===== config.mk =====
export PLATFORM = sky130hd
export DESIGN_NAME = quoted_string_unescape_parser
export DESIGN_NICKNAME = d
export VERILOG_FILES = /design/src/qsu_pkg.sv /design/src/qsu_decode.sv /design/src/qsu_out_stage.sv /design/src/quoted_string_unescape_parser.sv
export SDC_FILE = /design/constraint.sdc
export NUM_CORES = 1
export LEC_CHECK = 0
export BUFFER_PORTS_ARGS = -buffer_cell sky130_fd_sc_hd__buf_2
export CORE_MARGIN = 2
export CORE_UTILIZATION = 31
export DETAILED_ROUTE_END_ITERATION = 7
export PLACE_DENSITY = 0.63
export SKIP_CTS_REPAIR_TIMING = 1
export SYNTH_ARGS = -nofsm -noshare
export SYNTH_HDL_FRONTEND = slang
export SYNTH_SLANG_ARGS = --single-unit

===== constraint.sdc =====
create_clock -name clk -period 2.16 [get_ports clk]
set_input_delay 0.432 -clock clk [delete_from_list [all_inputs] [get_ports clk]]
set_output_delay 0.432 -clock clk [all_outputs]
set_load 0.02 [all_outputs]

===== src/qsu_pkg.sv =====
// ----------------------------------------------------------------------------
// qsu_pkg: shared types and constants of the quoted string unescape parser
// Holds the parse phase encoding, status codes, character codes and the
// result record that passes from the decoder to the output stage.
// ----------------------------------------------------------------------------
`default_nettype none

package qsu_pkg;

	typedef enum logic [1:0] {
		PH_IDLE  = 2'd0,
		PH_FIELD = 2'd1,
		PH_ESC   = 2'd2
	} phase_t;

	typedef enum logic [2:0] {
		ST_DATA     = 3'd0,
		ST_DONE     = 3'd1,
		ST_NO_OPEN  = 3'd2,
		ST_BAD_CHAR = 3'd3,
		ST_NO_CLOSE = 3'd4
	} status_t;

	localparam logic [7:0] CH_QUOTE  = 8'h22;
	localparam logic [7:0] CH_BSLASH = 8'h5C;
	localparam logic [7:0] CH_N      = 8'h6E;
	localparam logic [7:0] CH_R      = 8'h72;
	localparam logic [7:0] CH_SEMI   = 8'h3B;
	localparam logic [7:0] CH_COLON  = 8'h3A;
	localparam logic [7:0] CH_NUL    = 8'h00;
	localparam logic [7:0] CH_LF     = 8'h0A;
	localparam logic [7:0] CH_CR     = 8'h0D;

	typedef struct packed {
		logic [7:0] data;
		status_t    status;
		logic       field_end;
	} result_t;

endpackage

`default_nettype wire


===== src/qsu_decode.sv =====
// ----------------------------------------------------------------------------
// qsu_decode: phase machine of the parser
// From the current phase and one byte, works out the next phase and whether
// a result is produced, together with its contents.
// ----------------------------------------------------------------------------
`default_nettype none

module qsu_decode (
	input  wire qsu_pkg::phase_t  phase,
	input  wire logic [7:0]       in_data,
	output qsu_pkg::phase_t       phase_next,
	output logic                  emit,
	output qsu_pkg::result_t      result
);
	import qsu_pkg::*;

	status_t    st;
	logic [7:0] data;

	always_comb begin
		phase_next = PH_IDLE;
		case (phase)
			PH_FIELD: begin
				if (in_data == CH_BSLASH) begin
					phase_next = PH_ESC;
				end else if (in_data inside {CH_NUL, CH_SEMI, CH_COLON, CH_QUOTE}) begin
					phase_next = PH_IDLE;
				end else begin
					phase_next = PH_FIELD;
				end
			end
			PH_ESC: begin
				phase_next = (in_data == CH_NUL) ? PH_IDLE : PH_FIELD;
			end
			default: begin
				phase_next = (in_data == CH_QUOTE) ? PH_FIELD : PH_IDLE;
			end
		endcase
	end

	always_comb begin
		emit = 1'b1;
		st   = ST_DATA;
		data = 8'h00;
		case (phase)
			PH_FIELD: begin
				if (in_data == CH_NUL) begin
					st = ST_NO_CLOSE;
				end else if (in_data == CH_BSLASH) begin
					emit = 1'b0;
				end else if (in_data inside {CH_SEMI, CH_COLON}) begin
					st = ST_BAD_CHAR;
				end else if (in_data == CH_QUOTE) begin
					st = ST_DONE;
				end else begin
					data = in_data;
				end
			end
			PH_ESC: begin
				if (in_data == CH_NUL) begin
					st = ST_NO_CLOSE;
				end else if (in_data == CH_N) begin
					data = CH_LF;
				end else if (in_data == CH_R) begin
					data = CH_CR;
				end else begin
					data = in_data;
				end
			end
			default: begin
				if (in_data == CH_QUOTE) begin
					emit = 1'b0;
				end else begin
					st = ST_NO_OPEN;
				end
			end
		endcase
		result.data      = data;
		result.status    = st;
		result.field_end = (st != ST_DATA);
	end

endmodule

`default_nettype wire


===== src/qsu_out_stage.sv =====
// ----------------------------------------------------------------------------
// qsu_out_stage: result register of the parser
// Holds one result until the output transfer completes and reports whether a
// new result may be loaded in the same cycle.
// ----------------------------------------------------------------------------
`default_nettype none

module qsu_out_stage (
	input  wire logic             clk,
	input  wire logic             arst_n,
	input  wire logic             load,
	input  wire qsu_pkg::result_t load_result,
	output logic                  can_load,
	output logic                  out_valid,
	input  wire logic             out_ready,
	output qsu_pkg::result_t      out_result
);
	import qsu_pkg::*;

	logic    valid_q;
	result_t result_q;

	assign can_load   = !valid_q || out_ready;
	assign out_valid  = valid_q;
	assign out_result = result_q;

	always_ff @(posedge clk or negedge arst_n) begin
		if (!arst_n) begin
			valid_q <= 1'b0;
		end else if (load) begin
			valid_q <= 1'b1;
		end else if (out_ready) begin
			valid_q <= 1'b0;
		end
	end

	always_ff @(posedge clk) begin
		if (load) begin
			result_q <= load_result;
		end
	end

endmodule

`default_nettype wire


===== src/quoted_string_unescape_parser.sv =====
// ----------------------------------------------------------------------------
// quoted_string_unescape_parser: backslash-escaped quoted string decoder
// Registers each input byte, decodes it against the parse phase and places
// any result in an output register.
// ----------------------------------------------------------------------------
// The parser takes one byte per cycle while no output stall holds it, and
// gives at most one result per byte; a byte passes through the input
// register and then the result register. The phase update lets bytes
// follow each other in consecutive cycles; an opening quote or a backslash
// gives no result. Output stalls propagate back to the input only when the
// result register is full and not being taken.
`default_nettype none

module quoted_string_unescape_parser (
	input  wire logic       clk,
	input  wire logic       arst_n,
	input  wire logic       in_valid,
	output logic            in_ready,
	input  wire logic [7:0] in_byte,
	output logic            out_valid,
	input  wire logic       out_ready,
	output logic [7:0]      out_byte,
	output logic [2:0]      status,
	output logic            field_end
);
	import qsu_pkg::*;

	logic       valid_s1;
	logic [7:0] byte_s1;
	phase_t     phase_q;
	phase_t     phase_next;
	logic       emit;
	result_t    dec_result;
	logic       can_load;
	logic       advance;
	result_t    out_result;

	qsu_decode u_decode (
		.phase      (phase_q),
		.in_data    (byte_s1),
		.phase_next (phase_next),
		.emit       (emit),
		.result     (dec_result)
	);

	assign advance  = valid_s1 && (!emit || can_load);
	assign in_ready = !valid_s1 || advance;

	always_ff @(posedge clk or negedge arst_n) begin
		if (!arst_n) begin
			valid_s1 <= 1'b0;
			phase_q  <= PH_IDLE;
		end else begin
			if (in_ready) begin
				valid_s1 <= in_valid;
			end
			if (advance) begin
				phase_q <= phase_next;
			end
		end
	end

	always_ff @(posedge clk) begin
		if (in_valid && in_ready) begin
			byte_s1 <= in_byte;
		end
	end

	qsu_out_stage u_out_stage (
		.clk         (clk),
		.arst_n      (arst_n),
		.load        (advance && emit),
		.load_result (dec_result),
		.can_load    (can_load),
		.out_valid   (out_valid),
		.out_ready   (out_ready),
		.out_result  (out_result)
	);

	assign out_byte  = out_result.data;
	assign status    = out_result.status;
	assign field_end = out_result.field_end;

endmodule

`default_nettype wire

After elaboration in Yosys (flattened, before gate mapping)
Index checks and enable logic that the tools add are counted.
{ "word_totals": {"ff_bits": 24, "latch_bits": 0, "ramBits": 0, "rom_bits": 0, "inputBits": 12, "elab_cells": 55, "memories": 0} }
{ "classes": {"add_sub_neg": 0, "mul": 0, "div": 0, "magnitude_cmp": 0, "n_eq_ne": 8, "n_shift": 0, "muxes": 26, "n_bitwise": 0, "n_reduce_logical": 14} }
{ "op_table": {"columns": ["cell", "n"], "rows": [
  ["$mux 8", 7],
  ["$eq 8x6->1 const B", 3],
  ["$eq 8x7->1 const B", 3],
  ["$pmux 8 s2", 1],
  ["$mux 3", 4],
  ["$mux 1", 9],
  ["$logic_not 8->1", 1],
  ["$pmux 3 s2", 1],
  ["$mux 2", 2],
  ["$pmux 2 s2", 1],
  ["$reduce_bool 2->1", 2],
  ["$reduce_bool 4->1", 1],
  ["$logic_and 1x1->1", 3],
  ["$logic_not 1->1", 3],
  ["$logic_or 1x1->1", 3],
  ["$reduce_bool 3->1", 1],
  ["$eq 2x1->1 const B", 1],
  ["$eq 2x2->1 const B", 1],
  ["$pmux 1 s2", 1]
]} }

Depth between registers and ports, before layout
{ "logic_depth": {"word_depth": 9, "depth_mapped": 7, "mapped_depth_nobuf": 7} }

Modules after synthesis
From an unflattened synthesis, not the netlist that was laid out.
{ "unflattened": {"hier_cells": 102, "hier_area_um2": 1202.4} }
{ "by_module_without_submodules": {"columns": ["module", "n_inst", "cells_each", "area_per_inst_um2", "seq_area_each_um2"], "rows": [
  ["qsu_decode", 1, 68, 416.6, 0.0],
  ["qsu_out_stage", 1, 15, 407.9, 385.4],
  ["quoted_string_unescape_parser", 1, 19, 377.9, 315.3]
]} }

Worst setup path after synthesis
No wires, ideal clock.
{ "synth_timing": {"kind": "register -> register", "startpoint": "reg phase_q[0]", "endpoint": "reg u_out_stage.result_q (netlist bit u_out_stage.out_result[0]) (enable)", "t_arrival_ps": 1929, "t_required_ps": 1780, "setup_slack_ps": -149, "stages_incl_launch_ff": 8, "path_buffers": 1, "cell_sequence": "dfrtp_1 -> inv_1 -> ha_1 -> clkbuf_1 -> or2_2 -> o21ai_2 -> o21ai_2 -> nor2_1"} }
{ "synth_between": {"elab_chain_cells": 6, "word_cells_on_any_way": 7} }
{ "synth_lines": {"columns": ["element", "line", "source"], "rows": [
  ["from (decl)", "quoted_string_unescape_parser.sv:30", "phase_t phase_q;"],
  ["from (signal assigned)", "quoted_string_unescape_parser.sv:58", "phase_q <= phase_next;"],
  ["$eq 2x2->1 / $eq 2x1->1 (equally long branches)", "qsu_decode.sv:45", "case (phase)"],
  ["$pmux 1 s2 (*)", "qsu_decode.sv:45", null],
  ["$logic_not 1->1", "quoted_string_unescape_parser.sv:46", "assign advance = valid_s1 && (!emit || can_load);"],
  ["$logic_or 1x1->1", "quoted_string_unescape_parser.sv:46", null],
  ["$logic_and 1x1->1", "quoted_string_unescape_parser.sv:46", null],
  ["$logic_and 1x1->1 (*)", "quoted_string_unescape_parser.sv:72", ".load (advance && emit),"],
  ["named net u_out_stage.load", "qsu_out_stage.sv:11", "input wire logic load,"],
  ["to (signal assigned)", "qsu_out_stage.sv:39", "result_q <= load_result;"],
  ["to (decl)", "qsu_out_stage.sv:21", "result_t result_q;"]
]} }
The timed path passes the listed nets; every way through them passes the cells marked *.
A chain may end at the register's enable or synchronous reset.

Final worst setup path
{ "layout_timing": {"startpoint": "reg byte_s1[2]", "endpoint": "out in_ready"} }
{ "layout_between": {"elab_chain_cells": 8, "word_cells_on_any_way": 11} }
{ "layout_lines": {"columns": ["element", "line", "source"], "rows": [
  ["from (decl)", "quoted_string_unescape_parser.sv:29", "logic [7:0] byte_s1;"],
  ["from (signal assigned)", "quoted_string_unescape_parser.sv:65", "byte_s1 <= in_byte;"],
  ["$eq 8x7->1", "qsu_decode.sv:49", "end else if (in_data == CH_BSLASH) begin"],
  ["$mux 1", "qsu_decode.sv:49", null],
  ["$mux 1", "qsu_decode.sv:47", "if (in_data == CH_NUL) begin"],
  ["$pmux 1 s2 (*)", "qsu_decode.sv:45", null],
  ["$logic_not 1->1 (*)", "quoted_string_unescape_parser.sv:46", null],
  ["$logic_or 1x1->1 (*)", "quoted_string_unescape_parser.sv:46", null],
  ["$logic_and 1x1->1 (*)", "quoted_string_unescape_parser.sv:46", null],
  ["$logic_or 1x1->1 (*)", "quoted_string_unescape_parser.sv:47", "assign in_ready = !valid_s1 || advance;"],
  ["to (decl)", "quoted_string_unescape_parser.sv:18", "output logic in_ready,"]
]} }
Mark *: on every way between the ends. The rest lies on a longest branch, timed or not.

==> insert_results.sql <==
INSERT INTO impl_metrics (metric_group, metric, value, unit) VALUES
('detailed_routing', 'post_drt_wl_per_cell', '13.8', 'µm'),
('logic_synthesis', 'yosys_register_bits', '24', ''),
('detailed_routing', 'drcViolationCount', '0', ''),
('detailed_routing', 'drt_pre_antenna_iters', '4', ''),
('logic_synthesis', 'synth_top_cells_by_area', 'sky130_fd_sc_hd__edfxtp_1 49%, sky130_fd_sc_hd__dfrtp_1 8.2%, sky130_fd_sc_hd__nand2b_1 3.6%', ''),
('clock_tree', 'worstSkewPairLatency', '0.27', 'ns'),
('logic_synthesis', 'proportion_of_register_bits_with_asynchronous_set_or_reset_after_synthesis', '16.7', '%'),
('placement', 'detailed_place.area', '1430', 'µm²'),
('logic_synthesis', 'synth-edff-count', '20', ''),
('critical_path', 'cp_cell_sequence', 'buf_6 -> nor4_4 -> nand3_2 -> o21a_1 -> nand4b_1 -> buf_4', ''),
('power_and_ir_drop', 'power_per_cell_area', '636', 'nW/µm²'),
('clock_tree', 'htree_levels', '1', ''),
('clock_tree', 'numCtsBuffers', '3', ''),
('sta', 'finalClockSkew', '0.00134', 'ns'),
('critical_path', 'worst_path_max_delay_cell', 'sky130_fd_sc_hd__edfxtp_1', ''),
('sta', 'clock.fmax', '455', 'MHz'),
('logic_synthesis', 'synth_top_cell_by_area', 'sky130_fd_sc_hd__edfxtp_1', ''),
('die', 'rows', '22', ''),
('power_and_ir_drop', 'static-leakage-power', '0.638', 'nW'),
('logic_synthesis', 'yosys_warnings', '0', ''),
('logic_synthesis', 'synth.cell_area', '1220', 'µm²'),
('critical_path', 'r2r_worst_path_depth', '8', ''),
('job', 'drv_cap', '0', ''),
('logic_synthesis', 'netlist.area_leader.share', '49.4', '%'),
('die', 'floorplan.die.height', '66.6', 'µm'),
('clock_tree', 'clock_tree.buffer_depth', '2', ''),
('critical_path', 'critPathLaunch', 'byte_s1[2]$_DFFE_PP_', ''),
('placement', 'port_buffers', '25', ''),
('outcome', 'run_status', 'complete, but fails checks', ''),
('critical_path', 'start_kind', 'flip-flop', ''),
('logic_synthesis', 'synth-main-ff-cell', 'sky130_fd_sc_hd__edfxtp_1', ''),
('logic_synthesis', 'mapped_cells', '96', ''),
('outcome', 'violations', 'setup timing', ''),
('die', 'die_footprint', '4440', 'µm²'),
('final_layout', 'postLayoutCellArea', '1690', 'µm²'),
('final_layout', 'fraction_of_final_layout_cells_sized_beyond_drive_strength_1', '47.2', '%'),
('detailed_routing', 'drt-initial-drc-count', '41', ''),
('final_layout', 'final_cell_count_no_fill', '192', ''),
('global_route', 'first_global_vias', '851', ''),
('sta', 'total_negative_setup_slacks', '-0.0383', 'ns'),
('global_route', 'global_route.usage.total', '11.6', '%'),
('detailed_routing', 'drt.antenna.violating_nets', '0', ''),
('global_route', 'antenna_found_initial', '0', ''),
('sta', 'relSlewSlack', '77.1', '%'),
('logic_synthesis', 'syn_nets', '110', ''),
('sta', 'setup_repair_after_global_routing_missed_its_margin', 'true', ''),
('clock_tree', 'clock_sinks', '24', ''),
('min_path', 'timing.hold.worst.class', 'in -> reg', ''),
('sta', 'final_hold_violation_count', '0', ''),
('sta', 'final.min_clock_period', '2.20', 'ns'),
('global_route', 'grt_pass1_wl', '3860', 'µm'),
('placement', 'place.detailed.instances', '171', ''),
('global_route', 'grt_start_max_net_pins', '18', ''),
('sta', 'finalHoldWorstSlack', '0.331', 'ns'),
('critical_path', 'timing.rr.start', 'byte_s1[2]$_DFFE_PP_', ''),
('die', 'initial_core_util', '32.7', '%'),
('critical_path', 'max_stage_delay', '0.47', 'ns'),
('critical_path', 'timing.critical_path.required', '1.73', 'ns'),
('sta', 'setup_ws', '-0.0383', 'ns'),
('critical_path', 'worst_setup_path_end_kind', 'output pin', ''),
('placement', 'gpl.final_weighted_congestion', '0.842', ''),
('logic_synthesis', 'netlist_top_cells_count', '20 x sky130_fd_sc_hd__edfxtp_1, 7 x sky130_fd_sc_hd__nand2b_1, 6 x sky130_fd_sc_hd__nand2_1, 5 x sky130_fd_sc_hd__inv_1, 5 x sky130_fd_sc_hd__nor2_1', ''),
('critical_path', 'critical_path_buf_inv_count', '2', ''),
('critical_path', 'end_point_of_the_critical_path', 'in_ready', ''),
('placement', 'hpwl', '1710', 'µm'),
('die', 'die_w', '66.6', 'µm'),
('critical_path', 'critical_path.max_fanout', '4', ''),
('sta', 'setup_viol', '1', ''),
('clock_tree', 'cts_tree', 'built', ''),
('logic_synthesis', 'synth.yosys.seq_area_share', '57.6', '%'),
('logic_synthesis', 'synth_cell_types', '39', '');
## worst min-delay path by stage
| stage | from | cells past startpoint | endpoint |
|---|---|---|---|
| 2_1_floorplan | arst_n | 0 | phase_q[0]$_DFFE_PN0P_ |
| 3_3_place_gp | arst_n | 1 | phase_q[1]$_DFFE_PN0P_ |
| 3_5_place_dp | arst_n | 1 | phase_q[1]$_DFFE_PN0P_ |
| 4_1_cts | arst_n | 1 | phase_q[0]$_DFFE_PN0P_ |
| 5_1_grt | in_byte[2] | 1 | byte_s1[2]$_DFFE_PP_ |
| 6_report | in_byte[4] | 1 | byte_s1[4]$_DFFE_PP_ |
## cells by family after synthesis
kind of cell | Yosys count | synth area share (%)
AND/OR/NAND/NOR | 41 | 22.6
flip-flops | 24 | 57.6
AO/OA/AOI/OAI | 20 | 13.8
buffers and inverters | 7 | 2.16
multiplexers | 2 | 1.75
adder cells (fa/ha/maj) | 2 | 2.06
## metal layers
layer / track usage (%) / up-vias / part of all wire, % / routed length (µm)
li1: - / 461 / - / -
met1: 14.0 / 464 / 43 / 1140
met2: 19.9 / 41 / 48 / 1270
met3: 1.01 / 8 / 5.4 / 142
met4: 6.89 / 0 / 3.4 / 89
met5: 0 / - / 0 / 0
## power by group
| part | leakage [nW] | internal (mW) | switching [mW] | total, mW |
|---|---|---|---|---|
| clock network | 0.0357 | 0.248 | 0.144 | 0.392 |
| registers | 0.239 | 0.533 | 0.0229 | 0.556 |
| logic | 0.363 | 0.0562 | 0.0693 | 0.126 |
| total | 0.638 | 0.838 | 0.236 | 1.07 |
## worst reg2reg max path: cells and delay by family (launching register included)
family	cells	cell delay, ns
AND/OR/NAND/NOR	2	0.46
buffers and inverters	3	0.43
flip-flops	1	0.47
AO/OA/AOI/OAI	3	0.42
## area by class of cell
type                            instances  area, µm²
Fill cell                             354       2030
Sequential cell                        24        701
Multi-Input combinational cell         65        542
Timing Repair Buffer                   46        295
Tap cell                               48       60.1
Clock buffer                            3       41.3
Clock inverter                          1       30.0
Inverter                                5       18.8
## cells in the final DEF (no fill, tap or decap), types with 2 or more instances in the layout
master,Yosys,routed
sky130_fd_sc_hd__buf_6,0,2
sky130_fd_sc_hd__nand2b_1,7,7
sky130_fd_sc_hd__o21ai_2,3,3
sky130_fd_sc_hd__nor4_4,0,2
sky130_fd_sc_hd__clkbuf_8,0,3
sky130_fd_sc_hd__edfxtp_1,20,20
sky130_fd_sc_hd__buf_2,0,24
sky130_fd_sc_hd__a21oi_1,3,3
sky130_fd_sc_hd__inv_1,5,5
sky130_fd_sc_hd__buf_4,0,19
sky130_fd_sc_hd__nand4b_1,2,2
sky130_fd_sc_hd__dfrtp_1,4,4
sky130_fd_sc_hd__nand2_1,6,6
sky130_fd_sc_hd__nor2_1,5,4
sky130_fd_sc_hd__nor4_1,2,2
sky130_fd_sc_hd__a211oi_1,4,4
sky130_fd_sc_hd__nand4_1,2,2
sky130_fd_sc_hd__or2_4,1,2
sky130_fd_sc_hd__nand3_1,3,2
## through the flow
stage          util [%]  setup slack (ns)  power, mW
2_1_floorplan         -           0.00376      0.622
3_3_place_gp       38.4             0.216      0.661
3_5_place_dp       38.4             0.169      0.664
4_1_cts            40.3            -0.152       1.05
5_1_grt            45.4            -0.133       1.11
6_report           45.4           -0.0383       1.07
## flip-flops by register name, summed over array words and instances (netlist names)
name,flops
valid_s1,1
u_out_stage.out_result,12
byte_s1,8
phase_q,2
u_out_stage.out_valid,1
Note: power is estimated with default switching activity, not from simulation.
